===== src/rtl/qowm_pkg.sv =====
// Shared types and constants of the queue occupancy and wait monitor.
`timescale 1ns / 1ps

package qowm_pkg;

  // Default parameter values.
  localparam int TIME_BITS_DEF  = 32;
  localparam int COUNT_BITS_DEF = 32;

  // Fixed datapath widths.
  localparam int AREA_BITS = 64;
  localparam int DEN_BITS  = 48;
  localparam int MEAN_BITS = 48;
  localparam int ALU_BITS  = 64;

  // Event kinds.
  localparam logic [1:0] OP_ARRIVE = 2'd0;
  localparam logic [1:0] OP_DEPART = 2'd1;
  localparam logic [1:0] OP_REPORT = 2'd2;
  localparam logic [1:0] OP_NONE   = 2'd3;

  // Result status codes.
  localparam logic [1:0] STAT_OK       = 2'd0;
  localparam logic [1:0] STAT_EMPTY    = 2'd1;
  localparam logic [1:0] STAT_BACKWARD = 2'd2;

  // Request to the shared adder/subtractor.
  typedef struct packed {
    logic [ALU_BITS-1:0] a;
    logic [ALU_BITS-1:0] b;
    logic                sub;
  } alu_req_t;

endpackage


===== src/rtl/qowm_in_if.sv =====
// Event channel interface of the queue occupancy and wait monitor.
`timescale 1ns / 1ps

interface qowm_in_if;
  logic        valid;
  logic        ready;
  logic [1:0]  op;
  logic [31:0] event_time;

  modport source (output valid, output op, output event_time, input ready);
  modport sink   (input valid, input op, input event_time, output ready);
endinterface


===== src/rtl/qowm_out_if.sv =====
// Result channel interface of the queue occupancy and wait monitor.
`timescale 1ns / 1ps

interface qowm_out_if;
  logic        valid;
  logic        ready;
  logic [31:0] queue_length;
  logic [31:0] max_queue_length;
  logic [47:0] mean_occupancy;
  logic [47:0] mean_wait;
  logic [1:0]  status;

  modport source (output valid, output queue_length, output max_queue_length,
                  output mean_occupancy, output mean_wait, output status,
                  input ready);
  modport sink   (input valid, input queue_length, input max_queue_length,
                  input mean_occupancy, input mean_wait, input status,
                  output ready);
endinterface


===== src/rtl/qowm_alu.sv =====
// Shared 64-bit adder/subtractor with carry or borrow out.
`timescale 1ns / 1ps

module qowm_alu (
  input  qowm_pkg::alu_req_t             req,
  output logic [qowm_pkg::ALU_BITS:0]    res
);

  // Bit ALU_BITS is the carry on add and the borrow on subtract.
  always_comb begin
    if (req.sub) begin
      res = {1'b0, req.a} - {1'b0, req.b};
    end else begin
      res = {1'b0, req.a} + {1'b0, req.b};
    end
  end

endmodule


===== src/rtl/queue_occupancy_wait_monitor_top.sv =====
// Top level of the queue occupancy and wait monitor: sequencer, state and result register.
`timescale 1ns / 1ps

// Accepts one arrival, departure or report beat at a time and answers each with one
// result beat. All arithmetic runs through a single 64-bit adder/subtractor under a
// small sequencer, and in_ready is low from acceptance until the result is loaded.
// An ignored event (backward time, departure on an empty queue, unused op) goes
// straight to the result. Any other event updates the three areas by elapsed time
// times each of the three counts (items in system, arrivals, departures), by
// shift-and-add one multiplier bit per cycle, stopping when the multiplier is spent.
// A report then adds two divisions of 48 restoring steps each, unless one ends early.
// The next event is accepted while a finished result still waits on out_chan.

module queue_occupancy_wait_monitor_top #(
  parameter int TIME_BITS  = qowm_pkg::TIME_BITS_DEF,
  parameter int COUNT_BITS = qowm_pkg::COUNT_BITS_DEF
) (
  input  logic           clk,
  input  logic           rst_n,
  qowm_in_if.sink        in_chan,
  qowm_out_if.source     out_chan
);

  localparam int AW = qowm_pkg::AREA_BITS;
  localparam int DW = qowm_pkg::DEN_BITS;
  localparam int MW = qowm_pkg::MEAN_BITS;
  localparam int SW = $clog2(DW);

  localparam logic [2:0] S_IDLE  = 3'd0;
  localparam logic [2:0] S_CHECK = 3'd1;
  localparam logic [2:0] S_MUL   = 3'd2;
  localparam logic [2:0] S_UPD   = 3'd3;
  localparam logic [2:0] S_DIFF  = 3'd4;
  localparam logic [2:0] S_DCHK  = 3'd5;
  localparam logic [2:0] S_DIV   = 3'd6;
  localparam logic [2:0] S_FIN   = 3'd7;

  localparam logic [COUNT_BITS-1:0] CNT_MAX  = '1;
  localparam logic [MW-1:0]         MEAN_MAX = '1;
  localparam logic [SW-1:0]         LAST_STEP = SW'(DW - 1);

  logic [2:0]              state_r;
  logic [1:0]              op_r;
  logic [TIME_BITS-1:0]    t_r;
  logic [TIME_BITS-1:0]    prev_time_r;
  logic [TIME_BITS-1:0]    dt_r;
  logic [COUNT_BITS-1:0]   items_r;
  logic [COUNT_BITS-1:0]   largest_r;
  logic [COUNT_BITS-1:0]   arrivals_r;
  logic [COUNT_BITS-1:0]   departures_r;
  logic [AW-1:0]           occ_area_r;
  logic [AW-1:0]           arr_area_r;
  logic [AW-1:0]           dep_area_r;

  // Multiply-accumulate working registers.
  logic [1:0]              idx_r;
  logic [AW-1:0]           acc_r;
  logic                    acc_sat_r;
  logic [AW-1:0]           mcand_r;
  logic                    mcand_ovf_r;
  logic [COUNT_BITS-1:0]   mplier_r;

  // Divider working registers.
  logic [AW-1:0]           num_r;
  logic [DW-1:0]           den_r;
  logic [DW-1:0]           rem_r;
  logic [MW-1:0]           quo_r;
  logic [SW-1:0]           step_r;
  logic                    div_occ_r;

  // Result of the current event.
  logic [1:0]              status_r;
  logic [MW-1:0]           occ_r;
  logic [MW-1:0]           wait_r;

  // Output register.
  logic                    out_valid_r;
  logic [31:0]             out_len_r;
  logic [31:0]             out_max_r;
  logic [MW-1:0]           out_occ_r;
  logic [MW-1:0]           out_wait_r;
  logic [1:0]              out_status_r;

  qowm_pkg::alu_req_t      alu_req;
  logic [AW:0]             alu_res;
  logic [63:0]             t_wide;
  logic [COUNT_BITS-1:0]   items_inc;
  logic [COUNT_BITS-1:0]   departures_inc;
  logic [AW-1:0]           next_area;
  logic [COUNT_BITS-1:0]   next_count;
  logic                    div_done;
  logic [MW-1:0]           div_val;
  logic                    qbit;
  logic                    out_load;

  qowm_alu u_alu (
    .req (alu_req),
    .res (alu_res)
  );

  assign t_wide = 64'(in_chan.event_time);
  assign in_chan.ready = (state_r == S_IDLE);

  assign out_chan.valid            = out_valid_r;
  assign out_chan.queue_length     = out_len_r;
  assign out_chan.max_queue_length = out_max_r;
  assign out_chan.mean_occupancy   = out_occ_r;
  assign out_chan.mean_wait        = out_wait_r;
  assign out_chan.status           = out_status_r;

  // The result register takes a new beat once it is empty or being drained.
  assign out_load = (state_r == S_FIN) && (!out_valid_r || out_chan.ready);

  // Saturating counter increments.
  assign items_inc      = (items_r == CNT_MAX) ? items_r : items_r + COUNT_BITS'(1);
  assign departures_inc = (departures_r == CNT_MAX) ? departures_r :
                          departures_r + COUNT_BITS'(1);

  // Operands for the next area after the current one.
  assign next_area  = (idx_r == 2'd0) ? arr_area_r : dep_area_r;
  assign next_count = (idx_r == 2'd0) ? arrivals_r : departures_r;

  // Operand selection for the shared adder/subtractor.
  always_comb begin
    alu_req = '0;
    unique case (state_r)
      S_CHECK: begin
        alu_req.a   = AW'(t_r);
        alu_req.b   = AW'(prev_time_r);
        alu_req.sub = 1'b1;
      end
      S_MUL: begin
        alu_req.a   = acc_r;
        alu_req.b   = mcand_r;
        alu_req.sub = 1'b0;
      end
      S_DIFF: begin
        alu_req.a   = arr_area_r;
        alu_req.b   = dep_area_r;
        alu_req.sub = 1'b1;
      end
      S_DCHK: begin
        alu_req.a   = AW'(num_r[AW-1:AW/2]);
        alu_req.b   = AW'(den_r);
        alu_req.sub = 1'b1;
      end
      S_DIV: begin
        alu_req.a   = AW'({rem_r, num_r[AW-1]});
        alu_req.b   = AW'(den_r);
        alu_req.sub = 1'b1;
      end
      default: begin
        alu_req = '0;
      end
    endcase
  end

  // Division finish: zero divisor, quotient too large, or last restoring step.
  always_comb begin
    qbit     = ~alu_res[AW];
    div_done = 1'b0;
    div_val  = '0;
    if (state_r == S_DCHK) begin
      if (den_r == '0) begin
        div_done = 1'b1;
        div_val  = '0;
      end else if (!alu_res[AW]) begin
        div_done = 1'b1;
        div_val  = MEAN_MAX;
      end
    end else if (state_r == S_DIV && step_r == LAST_STEP) begin
      div_done = 1'b1;
      div_val  = {quo_r[MW-2:0], qbit};
    end
  end

  // Sequencer and datapath registers.
  always_ff @(posedge clk) begin
    if (!rst_n) begin
      state_r      <= S_IDLE;
      out_valid_r  <= 1'b0;
      items_r      <= '0;
      largest_r    <= '0;
      arrivals_r   <= '0;
      departures_r <= '0;
      prev_time_r  <= '0;
      occ_area_r   <= '0;
      arr_area_r   <= '0;
      dep_area_r   <= '0;
    end else begin
      if (out_load) begin
        out_valid_r <= 1'b1;
      end else if (out_chan.ready) begin
        out_valid_r <= 1'b0;
      end

      unique case (state_r)
        S_IDLE: begin
          if (in_chan.valid) begin
            op_r     <= in_chan.op;
            t_r      <= t_wide[TIME_BITS-1:0];
            status_r <= qowm_pkg::STAT_OK;
            occ_r    <= '0;
            wait_r   <= '0;
            state_r  <= S_CHECK;
          end
        end

        // Screen the event and start the first area update.
        S_CHECK: begin
          if (alu_res[AW]) begin
            status_r <= qowm_pkg::STAT_BACKWARD;
            state_r  <= S_FIN;
          end else if (op_r == qowm_pkg::OP_NONE) begin
            state_r <= S_FIN;
          end else if (op_r == qowm_pkg::OP_DEPART && items_r == '0) begin
            status_r <= qowm_pkg::STAT_EMPTY;
            state_r  <= S_FIN;
          end else begin
            prev_time_r <= t_r;
            dt_r        <= alu_res[TIME_BITS-1:0];
            idx_r       <= 2'd0;
            acc_r       <= occ_area_r;
            acc_sat_r   <= 1'b0;
            mcand_r     <= AW'(alu_res[TIME_BITS-1:0]);
            mcand_ovf_r <= 1'b0;
            mplier_r    <= items_r;
            state_r     <= S_MUL;
          end
        end

        // Shift-and-add of elapsed time times a count onto an area, saturating.
        S_MUL: begin
          if (mplier_r == '0) begin
            unique case (idx_r)
              2'd0:    occ_area_r <= acc_sat_r ? '1 : acc_r;
              2'd1:    arr_area_r <= acc_sat_r ? '1 : acc_r;
              default: dep_area_r <= acc_sat_r ? '1 : acc_r;
            endcase
            if (idx_r == 2'd2) begin
              state_r <= S_UPD;
            end else begin
              idx_r       <= idx_r + 2'd1;
              acc_r       <= next_area;
              acc_sat_r   <= 1'b0;
              mcand_r     <= AW'(dt_r);
              mcand_ovf_r <= 1'b0;
              mplier_r    <= next_count;
            end
          end else begin
            if (mplier_r[0]) begin
              acc_r <= alu_res[AW-1:0];
              if (alu_res[AW] || mcand_ovf_r) begin
                acc_sat_r <= 1'b1;
              end
            end
            mcand_r     <= {mcand_r[AW-2:0], 1'b0};
            mcand_ovf_r <= mcand_ovf_r | mcand_r[AW-1];
            mplier_r    <= {1'b0, mplier_r[COUNT_BITS-1:1]};
          end
        end

        // Count updates after the areas are settled.
        S_UPD: begin
          unique case (op_r)
            qowm_pkg::OP_ARRIVE: begin
              items_r    <= items_inc;
              arrivals_r <= (arrivals_r == CNT_MAX) ? arrivals_r :
                            arrivals_r + COUNT_BITS'(1);
              if (items_inc > largest_r) begin
                largest_r <= items_inc;
              end
              state_r <= S_FIN;
            end
            qowm_pkg::OP_DEPART: begin
              items_r      <= items_r - COUNT_BITS'(1);
              departures_r <= departures_inc;
              state_r      <= S_FIN;
            end
            qowm_pkg::OP_REPORT: begin
              state_r <= S_DIFF;
            end
            default: begin
              state_r <= S_FIN;
            end
          endcase
        end

        // Wait area, clamped at zero, is divided by arrivals first.
        S_DIFF: begin
          num_r     <= alu_res[AW] ? '0 : alu_res[AW-1:0];
          den_r     <= DW'(arrivals_r);
          div_occ_r <= 1'b0;
          state_r   <= S_DCHK;
        end

        S_DCHK: begin
          if (!div_done) begin
            rem_r   <= DW'(num_r[AW-1:AW/2]);
            num_r   <= {num_r[AW/2-1:0], {(AW/2){1'b0}}};
            step_r  <= '0;
            state_r <= S_DIV;
          end
        end

        // One restoring step per cycle.
        S_DIV: begin
          rem_r  <= qbit ? alu_res[DW-1:0] : {rem_r[DW-2:0], num_r[AW-1]};
          quo_r  <= {quo_r[MW-2:0], qbit};
          if (!div_done) begin
            num_r <= {num_r[AW-2:0], 1'b0};
          end
          step_r <= step_r + SW'(1);
        end

        S_FIN: begin
          if (out_load) begin
            out_len_r    <= 32'(items_r);
            out_max_r    <= 32'(largest_r);
            out_occ_r    <= occ_r;
            out_wait_r   <= wait_r;
            out_status_r <= status_r;
            state_r      <= S_IDLE;
          end
        end

        default: begin
          state_r <= S_IDLE;
        end
      endcase

      // Hand a finished quotient on to the second division or to the result.
      if (div_done) begin
        if (!div_occ_r) begin
          wait_r    <= div_val;
          num_r     <= occ_area_r;
          den_r     <= DW'(t_r);
          div_occ_r <= 1'b1;
          state_r   <= S_DCHK;
        end else begin
          occ_r   <= div_val;
          state_r <= S_FIN;
        end
      end
    end
  end

endmodule


===== src/flat_wrapper.sv =====
// flat-port wrapper written by rule: the top's interface ports become plain ports
module queue_occupancy_wait_monitor_top_flat 
#(
  parameter int TIME_BITS  = qowm_pkg::TIME_BITS_DEF,
  parameter int COUNT_BITS = qowm_pkg::COUNT_BITS_DEF
)
  (clk, rst_n, in_chan_valid, in_chan_op, in_chan_event_time, in_chan_ready, out_chan_valid, out_chan_queue_length, out_chan_max_queue_length, out_chan_mean_occupancy, out_chan_mean_wait, out_chan_status, out_chan_ready);
  qowm_in_if in_chan_i ();
  qowm_out_if out_chan_i ();
  input  logic clk;
  input  logic rst_n;
  input wire logic [$bits(in_chan_i.valid)-1:0] in_chan_valid;
  input wire logic [$bits(in_chan_i.op)-1:0] in_chan_op;
  input wire logic [$bits(in_chan_i.event_time)-1:0] in_chan_event_time;
  output wire logic [$bits(in_chan_i.ready)-1:0] in_chan_ready;
  output wire logic [$bits(out_chan_i.valid)-1:0] out_chan_valid;
  output wire logic [$bits(out_chan_i.queue_length)-1:0] out_chan_queue_length;
  output wire logic [$bits(out_chan_i.max_queue_length)-1:0] out_chan_max_queue_length;
  output wire logic [$bits(out_chan_i.mean_occupancy)-1:0] out_chan_mean_occupancy;
  output wire logic [$bits(out_chan_i.mean_wait)-1:0] out_chan_mean_wait;
  output wire logic [$bits(out_chan_i.status)-1:0] out_chan_status;
  input wire logic [$bits(out_chan_i.ready)-1:0] out_chan_ready;
  assign in_chan_i.valid = in_chan_valid;
  assign in_chan_i.op = in_chan_op;
  assign in_chan_i.event_time = in_chan_event_time;
  assign in_chan_ready = in_chan_i.ready;
  assign out_chan_valid = out_chan_i.valid;
  assign out_chan_queue_length = out_chan_i.queue_length;
  assign out_chan_max_queue_length = out_chan_i.max_queue_length;
  assign out_chan_mean_occupancy = out_chan_i.mean_occupancy;
  assign out_chan_mean_wait = out_chan_i.mean_wait;
  assign out_chan_status = out_chan_i.status;
  assign out_chan_i.ready = out_chan_ready;
  queue_occupancy_wait_monitor_top #(.TIME_BITS(TIME_BITS), .COUNT_BITS(COUNT_BITS)) u_core (.clk(clk), .rst_n(rst_n), .in_chan(in_chan_i), .out_chan(out_chan_i));
endmodule

===== config.mk =====
export PLATFORM = sky130hd
export DESIGN_NAME = queue_occupancy_wait_monitor_top_flat
export DESIGN_NICKNAME = d
export VERILOG_FILES = /design/src/rtl/qowm_pkg.sv /design/src/rtl/qowm_in_if.sv /design/src/rtl/qowm_out_if.sv /design/src/rtl/qowm_alu.sv /design/src/rtl/queue_occupancy_wait_monitor_top.sv /design/src/flat_wrapper.sv
export SDC_FILE = /design/constraint.sdc
export NUM_CORES = 2
export LEC_CHECK = 0
export BUFFER_PORTS_ARGS = -buffer_cell sky130_fd_sc_hd__buf_2
export CORE_ASPECT_RATIO = 1.5
export CORE_MARGIN = 2
export CORE_UTILIZATION = 40
export DETAILED_ROUTE_END_ITERATION = 10
export PLACE_DENSITY = 0.68
export SLEW_MARGIN = 25
export SYNTH_ARGS = -nofsm -noshare
export SYNTH_HDL_FRONTEND = slang
export SYNTH_SLANG_ARGS = --single-unit
export TNS_END_PERCENT = 30

===== constraint.sdc =====
create_clock -name clk -period 21.2 [get_ports clk]
set_input_delay 3.18 -clock clk [delete_from_list [all_inputs] [get_ports clk]]
set_output_delay 3.18 -clock clk [all_outputs]
set_load 0.03 [all_outputs]

[Word level (Yosys, flattened, before mapping)]
Index checks and enable logic that the tools add are counted.
Storage, ports and cells
  register bits after elaboration: 1060
  latch bits: 0
  memory bits (writable): 0
  memory bits (read-only): 0
  input bits: 38
  output and inout bits: 164
  memories: 0
Operators by class
  $add $sub $neg: 8
  $mul: 0
  div/mod/pow operators: 0
  $lt $le $gt $ge: 1
  eq/ne operators: 32
  shift-type cells: 0
  muxes and demuxes: 93
  bitwise gates (word level): 7
  reduce and logical (&&, ||, !) cells: 38
Operators with widths (number)
  two-way mux 64 bit: 18
  two-way mux 48 bit: 17
  one-hot mux 129 bit (5 select lines): 1
  one-hot mux 64 bit (2 select lines): 2
  two-way mux 32 bit: 7
  one-hot mux 64 bit (3 select lines): 1
  one-hot mux 32 bit (2 select lines): 2
  adder 32 x 1 -> 32 bit, second input constant: 3
  equality test 32 bit, second input constant: 3
  one-hot mux 48 bit (2 select lines): 1
  adder 64 x 64 -> 65 bit: 1
  two-way mux 65 bit: 1
  subtractor 64 x 64 -> 65 bit: 1
  zero test 32 bit: 2
  zero test 48 bit: 1
  > comparator 32 bit: 1
  subtractor 32 x 1 -> 32 bit, second input constant: 1
  AND reduction 3 bit: 9
  two-way mux 3 bit: 8
  two-way mux 2 bit: 11
  one-hot mux 3 bit (7 select lines): 1
  != test 3 x 1 -> 1 bit, second input constant: 6
  two-way mux 1 bit: 17
  AND reduction 5 bit: 3
  31 further kinds: 61

[Logic depth before layout (Yosys ltp)]
  depth after elaboration: 11
  mapped depth: 37
  depth with buffers taken out: 28

[Modules after synthesis]
Synthesis repeated with hierarchy kept, for this count alone.
Unflattened totals
  cell total of the unflattened synthesis: 5526
  area total of the unflattened synthesis: 54549.8 um^2
Modules (own cells, without submodules)
  queue_occupancy_wait_monitor_top: instances 1, cells an instance 4731, area each 49387.4 um^2
  qowm_alu: instances 1, cells an instance 795, area each 5162.5 um^2

[Worst setup path before layout]
OpenSTA, ideal clock, no wires.
  path type: register -> register
  from: register u_core.state_r[2]
  to: register u_core.mcand_ovf_r, enable pin
  library setup time: 584 ps
  arrival time: 11546 ps
  data required time: 20616 ps
  setup slack: 9070 ps
  cell stages (with the launch flop): 36
  buffers on the path: 11
  period minus slack after synthesis: 12130 ps
  path through: dfxtp_1 buf_2 buf_4 buf_2 buf_2 buf_1 clkbuf_1 buf_1 o21a_1 ha_1 inv_1 a31oi_1 o211a_1 o2111ai_1 and4b_1 and2_1 buf_2 nand3_2 nor3_4 nand2_1 o41ai_2 xnor2_1 ha_1 and3_1 clkbuf_1 and4_1 a32oi_1 a221oi_1 nor4_1 a21oi_1 xnor2_1 o21bai_1 or2_2 buf_2 buf_2 a21oi_1
Between the ends
  word-level cells in the longest chain between the ends: 6
  elaborated cells on any way between the ends: 15
  classes of those cells: add/sub: 2; eq/ne: 9; mux: 2; reduce/logical: 2
RTL lines
  start, declared: line queue_occupancy_wait_monitor_top.sv:42  | logic [2:0] state_r;
  start signal, assigned: line queue_occupancy_wait_monitor_top.sv:180  | state_r <= S_IDLE;
  start signal, assigned: line queue_occupancy_wait_monitor_top.sv:205  | state_r <= S_CHECK;
  start signal, assigned: line queue_occupancy_wait_monitor_top.sv:213  | state_r <= S_FIN;
  equality test 3 bit (tied with other cells): line queue_occupancy_wait_monitor_top.sv:126  | unique case (state_r)
  one-hot mux 129 bit (5 select lines): line queue_occupancy_wait_monitor_top.sv:126
  adder 64 x 64 -> 65 bit / subtractor 64 x 64 -> 65 bit (equally long branches): line qowm_alu.sv:14, qowm_alu.sv:12
  two-way mux 65 bit: line qowm_alu.sv:11  | if (req.sub) begin
  != test 2 bit (no line)
  AND reduction 6 bit (no line) *
  end signal, assigned: line queue_occupancy_wait_monitor_top.sv:258  | mcand_ovf_r <= mcand_ovf_r | mcand_r[AW-1];
  end, declared: line queue_occupancy_wait_monitor_top.sv:60  | logic mcand_ovf_r;
Every way passes the cells marked *; elsewhere a longest branch is shown, timed or not.
A chain may end at the register's enable or synchronous reset.

[Final worst setup path]
  from: register u_core.state_r[1]
  to: register u_core.acc_sat_r, enable pin
Between the ends
  word-level cells in the longest chain between the ends: 7
  elaborated cells on any way between the ends: 18
  classes of those cells: add/sub: 2; eq/ne: 11; mux: 2; reduce/logical: 3
RTL lines
  equality test 3 bit (tied with other cells): line queue_occupancy_wait_monitor_top.sv:126
  one-hot mux 129 bit (5 select lines): line queue_occupancy_wait_monitor_top.sv:126
  adder 64 x 64 -> 65 bit / subtractor 64 x 64 -> 65 bit (equally long branches): line qowm_alu.sv:14, qowm_alu.sv:12
  two-way mux 65 bit: line qowm_alu.sv:11
  logical OR 1 bit: line queue_occupancy_wait_monitor_top.sv:253  | if (alu_res[AW] || mcand_ovf_r) begin
  != test 3 x 1 -> 1 bit (no line)
  AND reduction 8 bit (no line) *
  end signal, assigned: line queue_occupancy_wait_monitor_top.sv:224  | acc_sat_r <= 1'b0;
  end signal, assigned: line queue_occupancy_wait_monitor_top.sv:245  | acc_sat_r <= 1'b0;
  end signal, assigned: line queue_occupancy_wait_monitor_top.sv:254  | acc_sat_r <= 1'b1;
  end, declared: line queue_occupancy_wait_monitor_top.sv:58  | logic acc_sat_r;
Marked as above.

==> reports/metrics.csv <==
metric,value,unit
CTS Sinks,1060,
total wire length,194200,um
Die ar.,139900,um2
net count after synthesis,5766,
largest net degree at the start of global routing,129,
IO Port Bufs,201,
DR pass1 iterations,6,
area of the mapped netlist,54730,um2
Lkg Pwr,21.07,nW
GPL Wtd Cong,1.010,
worst stage delay on the critical path,0.68,ns
CP endpoint kind,flip-flop,
most frequent cells in the layout,"nor2_1, edfxtp_1, nand2_1",
Main synth FF type,edfxtp_1,
initial antenna violation count,3,
CP arrival,11.42,ns
min-delay src,u_core.status_r[0],
Critical Path Source,u_core.state_r[1],
Reg2Reg Depth,28,
Post-synth ARST share,0,%
cts repair resizes,0,
vias in the first global route,43320,
synthesized area per cell,9.736,um2
number of fill cells,12660,
"Endpoint, Worst Hold",u_core.out_chan.status[0],
Final Skew,0.05511,ns
dpl hpwl,135100,um
Clock Latency Late Sink,0.75,ns
Synth warnings,0,
H-tree Lvls,3,
slowest CP cell,dfxtp_4,
Total GRT Usage,26.88,%
Post-synth EDFFs,704,
Hold Fails Final Rpt,0,
TritonCTS clock tree,built,
PwrDens,173.4,nW/um2
Setup TNS,0,ns
"reg-to-reg slack, setup",10.25,ns
total grt overflow,0,
Seq cells post-synth,1060,
fin crit period,10.95,ns
# setup viols final,0,
I/O pin count,202,
Final Net Count,5704,
Hold WC Path Type,reg2reg,
worst endpoint required time,21.67,ns
first-pass GRT wire length,284400,um
Crit Path Category,reg2reg,
Max-slew headroom,25.12,%
"commonest non-fill, non-tap cell in the layout",nor2_1,
fmax,91.33,MHz
CTS root buffer,clkbuf_16,
RSZ-0062 raised after global routing,false,
Worst setup SP type,flip-flop,
distinct cell type count after synthesis,97,
via count,45870,
CTS max path bufs,3,
Tcrit/Tclk final,51.65,%
crit path max fanout,66,
total power,10.52,mW
cell count of the worst hold path,0,
# DRC,0,
Fin Hold WS,0.4339,ns
vias per cell,6.187,
Cells after Synth,5622,
Worst-path clk slew,0.07,ns
clock buffer count from CTS,102,
fin util,44.61,%
Avg WL per Cell,26.20,um
Final ANT Viol Nets,0,
outcome,"finished, final reports clean",
Place WS,10.40,ns
synthesis-to-layout area growth,10.87,%
reg2reg end,u_core.acc_sat_r,
Peak VDD IR,141.6,uV
Core ar.,136000,um2
RR Startpoint,u_core.state_r[1],
Die Y,457.1,um
Slew @ Worst Pin,1.115,ns
setup bufs post-CTS,0,
initial drt markers,5109,
"Hold-fix buffers, CTS",0,
sequential element share of the synthesized area,51.64,%
"Worst Setup Slack, final",10.25,ns
layout cells sized above 1,9.667,%
Worst path most repeated cell,buf_4,
"Slew Viols, Final",0,
initial core utilization,40.23,%
Die X,306.0,um
FP Rows,166,
maxcap violations,0,
metal layers:
metal / global-route usage [%] / share of wire (%)
met5: 0 / 0
met4: 20.52 / 8.8
met3: 4.066 / 7.5
met2: 44.29 / 47
met1: 31.53 / 37
worst max-delay path, delay by kind of cell (launching register included):
| family | cells | cell delay, ns |
|---|---|---|
| compound gates | 10 | 3.63 |
| buf+inv | 5 | 2.35 |
| fa+ha+maj | 1 | 0.37 |
| flops | 1 | 0.68 |
| simple gates | 10 | 3.09 |
| xor+xnor | 2 | 0.33 |
report_power, final:
part | internal (mW) | leakage (nW) | switching [mW]
clock | 1.09 | 1.72 | 0.861
sequential | 2.76 | 9.51 | 0.310
combinational | 1.73 | 9.84 | 3.77
per-stage QoR:
step                      instances  instance area, um2
final                          7414               60680
after global routing           7413               60680
after CTS                      7411               60640
after detailed placement       7219               57100
after global placement         7218               57060
after floorplan                5622               54740
worst max path at each step:
stage	end	slack, ns	depth (start not counted)
6_report	u_core.acc_sat_r	10.25	28
5_1_grt	u_core.acc_sat_r	9.82	28
4_1_cts	u_core.acc_sat_r	10.39	28
3_5_place_dp	u_core.acc_sat_r	10.40	28
3_3_place_gp	u_core.acc_sat_r	10.54	28
2_1_floorplan	u_core.mcand_ovf_r	9.07	35
synth_stat cells, types with 11 or more instances:
library cell	instances	area [um2]
a211oi_1	203	1524
a21o_1	49	367.9
a21oi_1	520	2603
a221o_1	41	410.4
a221oi_1	86	753.2
a222oi_1	14	140.1
a22o_1	34	297.8
a22oi_1	60	450.4
a2bb2oi_1	23	201.4
a31o_1	94	823.3
a31oi_1	101	631.9
and2_1	29	181.4
and3_1	90	563.0
and4_1	13	113.9
buf_1	27	101.4
buf_2	60	300.3
clkbuf_1	367	1378
dfxtp_1	356	7127
edfxtp_1	704	21140
ha_1	105	1314
inv_1	80	300.3
mux2_2	11	123.9
mux2i_1	175	1752
nand2_1	582	2185
nand2b_1	17	106.4
nand3_1	68	340.3
nand3b_1	21	157.7
nand4_1	52	325.3
nand4b_1	11	96.34
nor2_1	723	2714
nor2b_1	27	168.9
nor3_1	62	310.3
nor4_1	34	212.7
o211ai_1	14	105.1
o21a_1	24	180.2
o21ai_0	299	1496
o21bai_1	13	97.59
o221ai_1	13	113.9
o22ai_1	23	143.9
o31ai_1	12	90.09
or2_2	11	68.82
or3_1	54	337.8
xnor2_1	111	972.2
xor2_1	105	919.6
area by class of cell:
class | count | area (um2) | area share (%)
Sequential cell | 1060 | 28280 | 46.60
Multi-Input combinational cell | 4020 | 24570 | 40.49
Clock buffer | 136 | 2875 | 4.738
Tap cell | 1764 | 2207 | 3.637
Timing Repair Buffer | 295 | 1769 | 2.915
Clock inverter | 56 | 665.6 | 1.097
Inverter | 81 | 311.5 | 0.5134
Antenna cell | 2 | 5.005 | 0.008247
sequential cells by signal (all words and copies together) (netlist names), 64 cells and up:
name and cells:
u_core.num_r 64, u_core.mcand_r 64, u_core.occ_area_r 64, u_core.arr_area_r 64, u_core.dep_area_r 64, u_core.acc_r 64
cells by family after synthesis:
logic type	count (synthesis)	share of synthesized area, %
XOR/XNOR	217	3.486
flip-flops	1060	51.64
buffers and inverters	542	3.936
AO/OA/AOI/OAI	1683	20.12
multiplexers	186	3.427
AND/OR/NAND/NOR	1828	14.95
adder cells (fa/ha/maj)	106	2.437
Note: power is estimated with default switching activity, not from simulation.
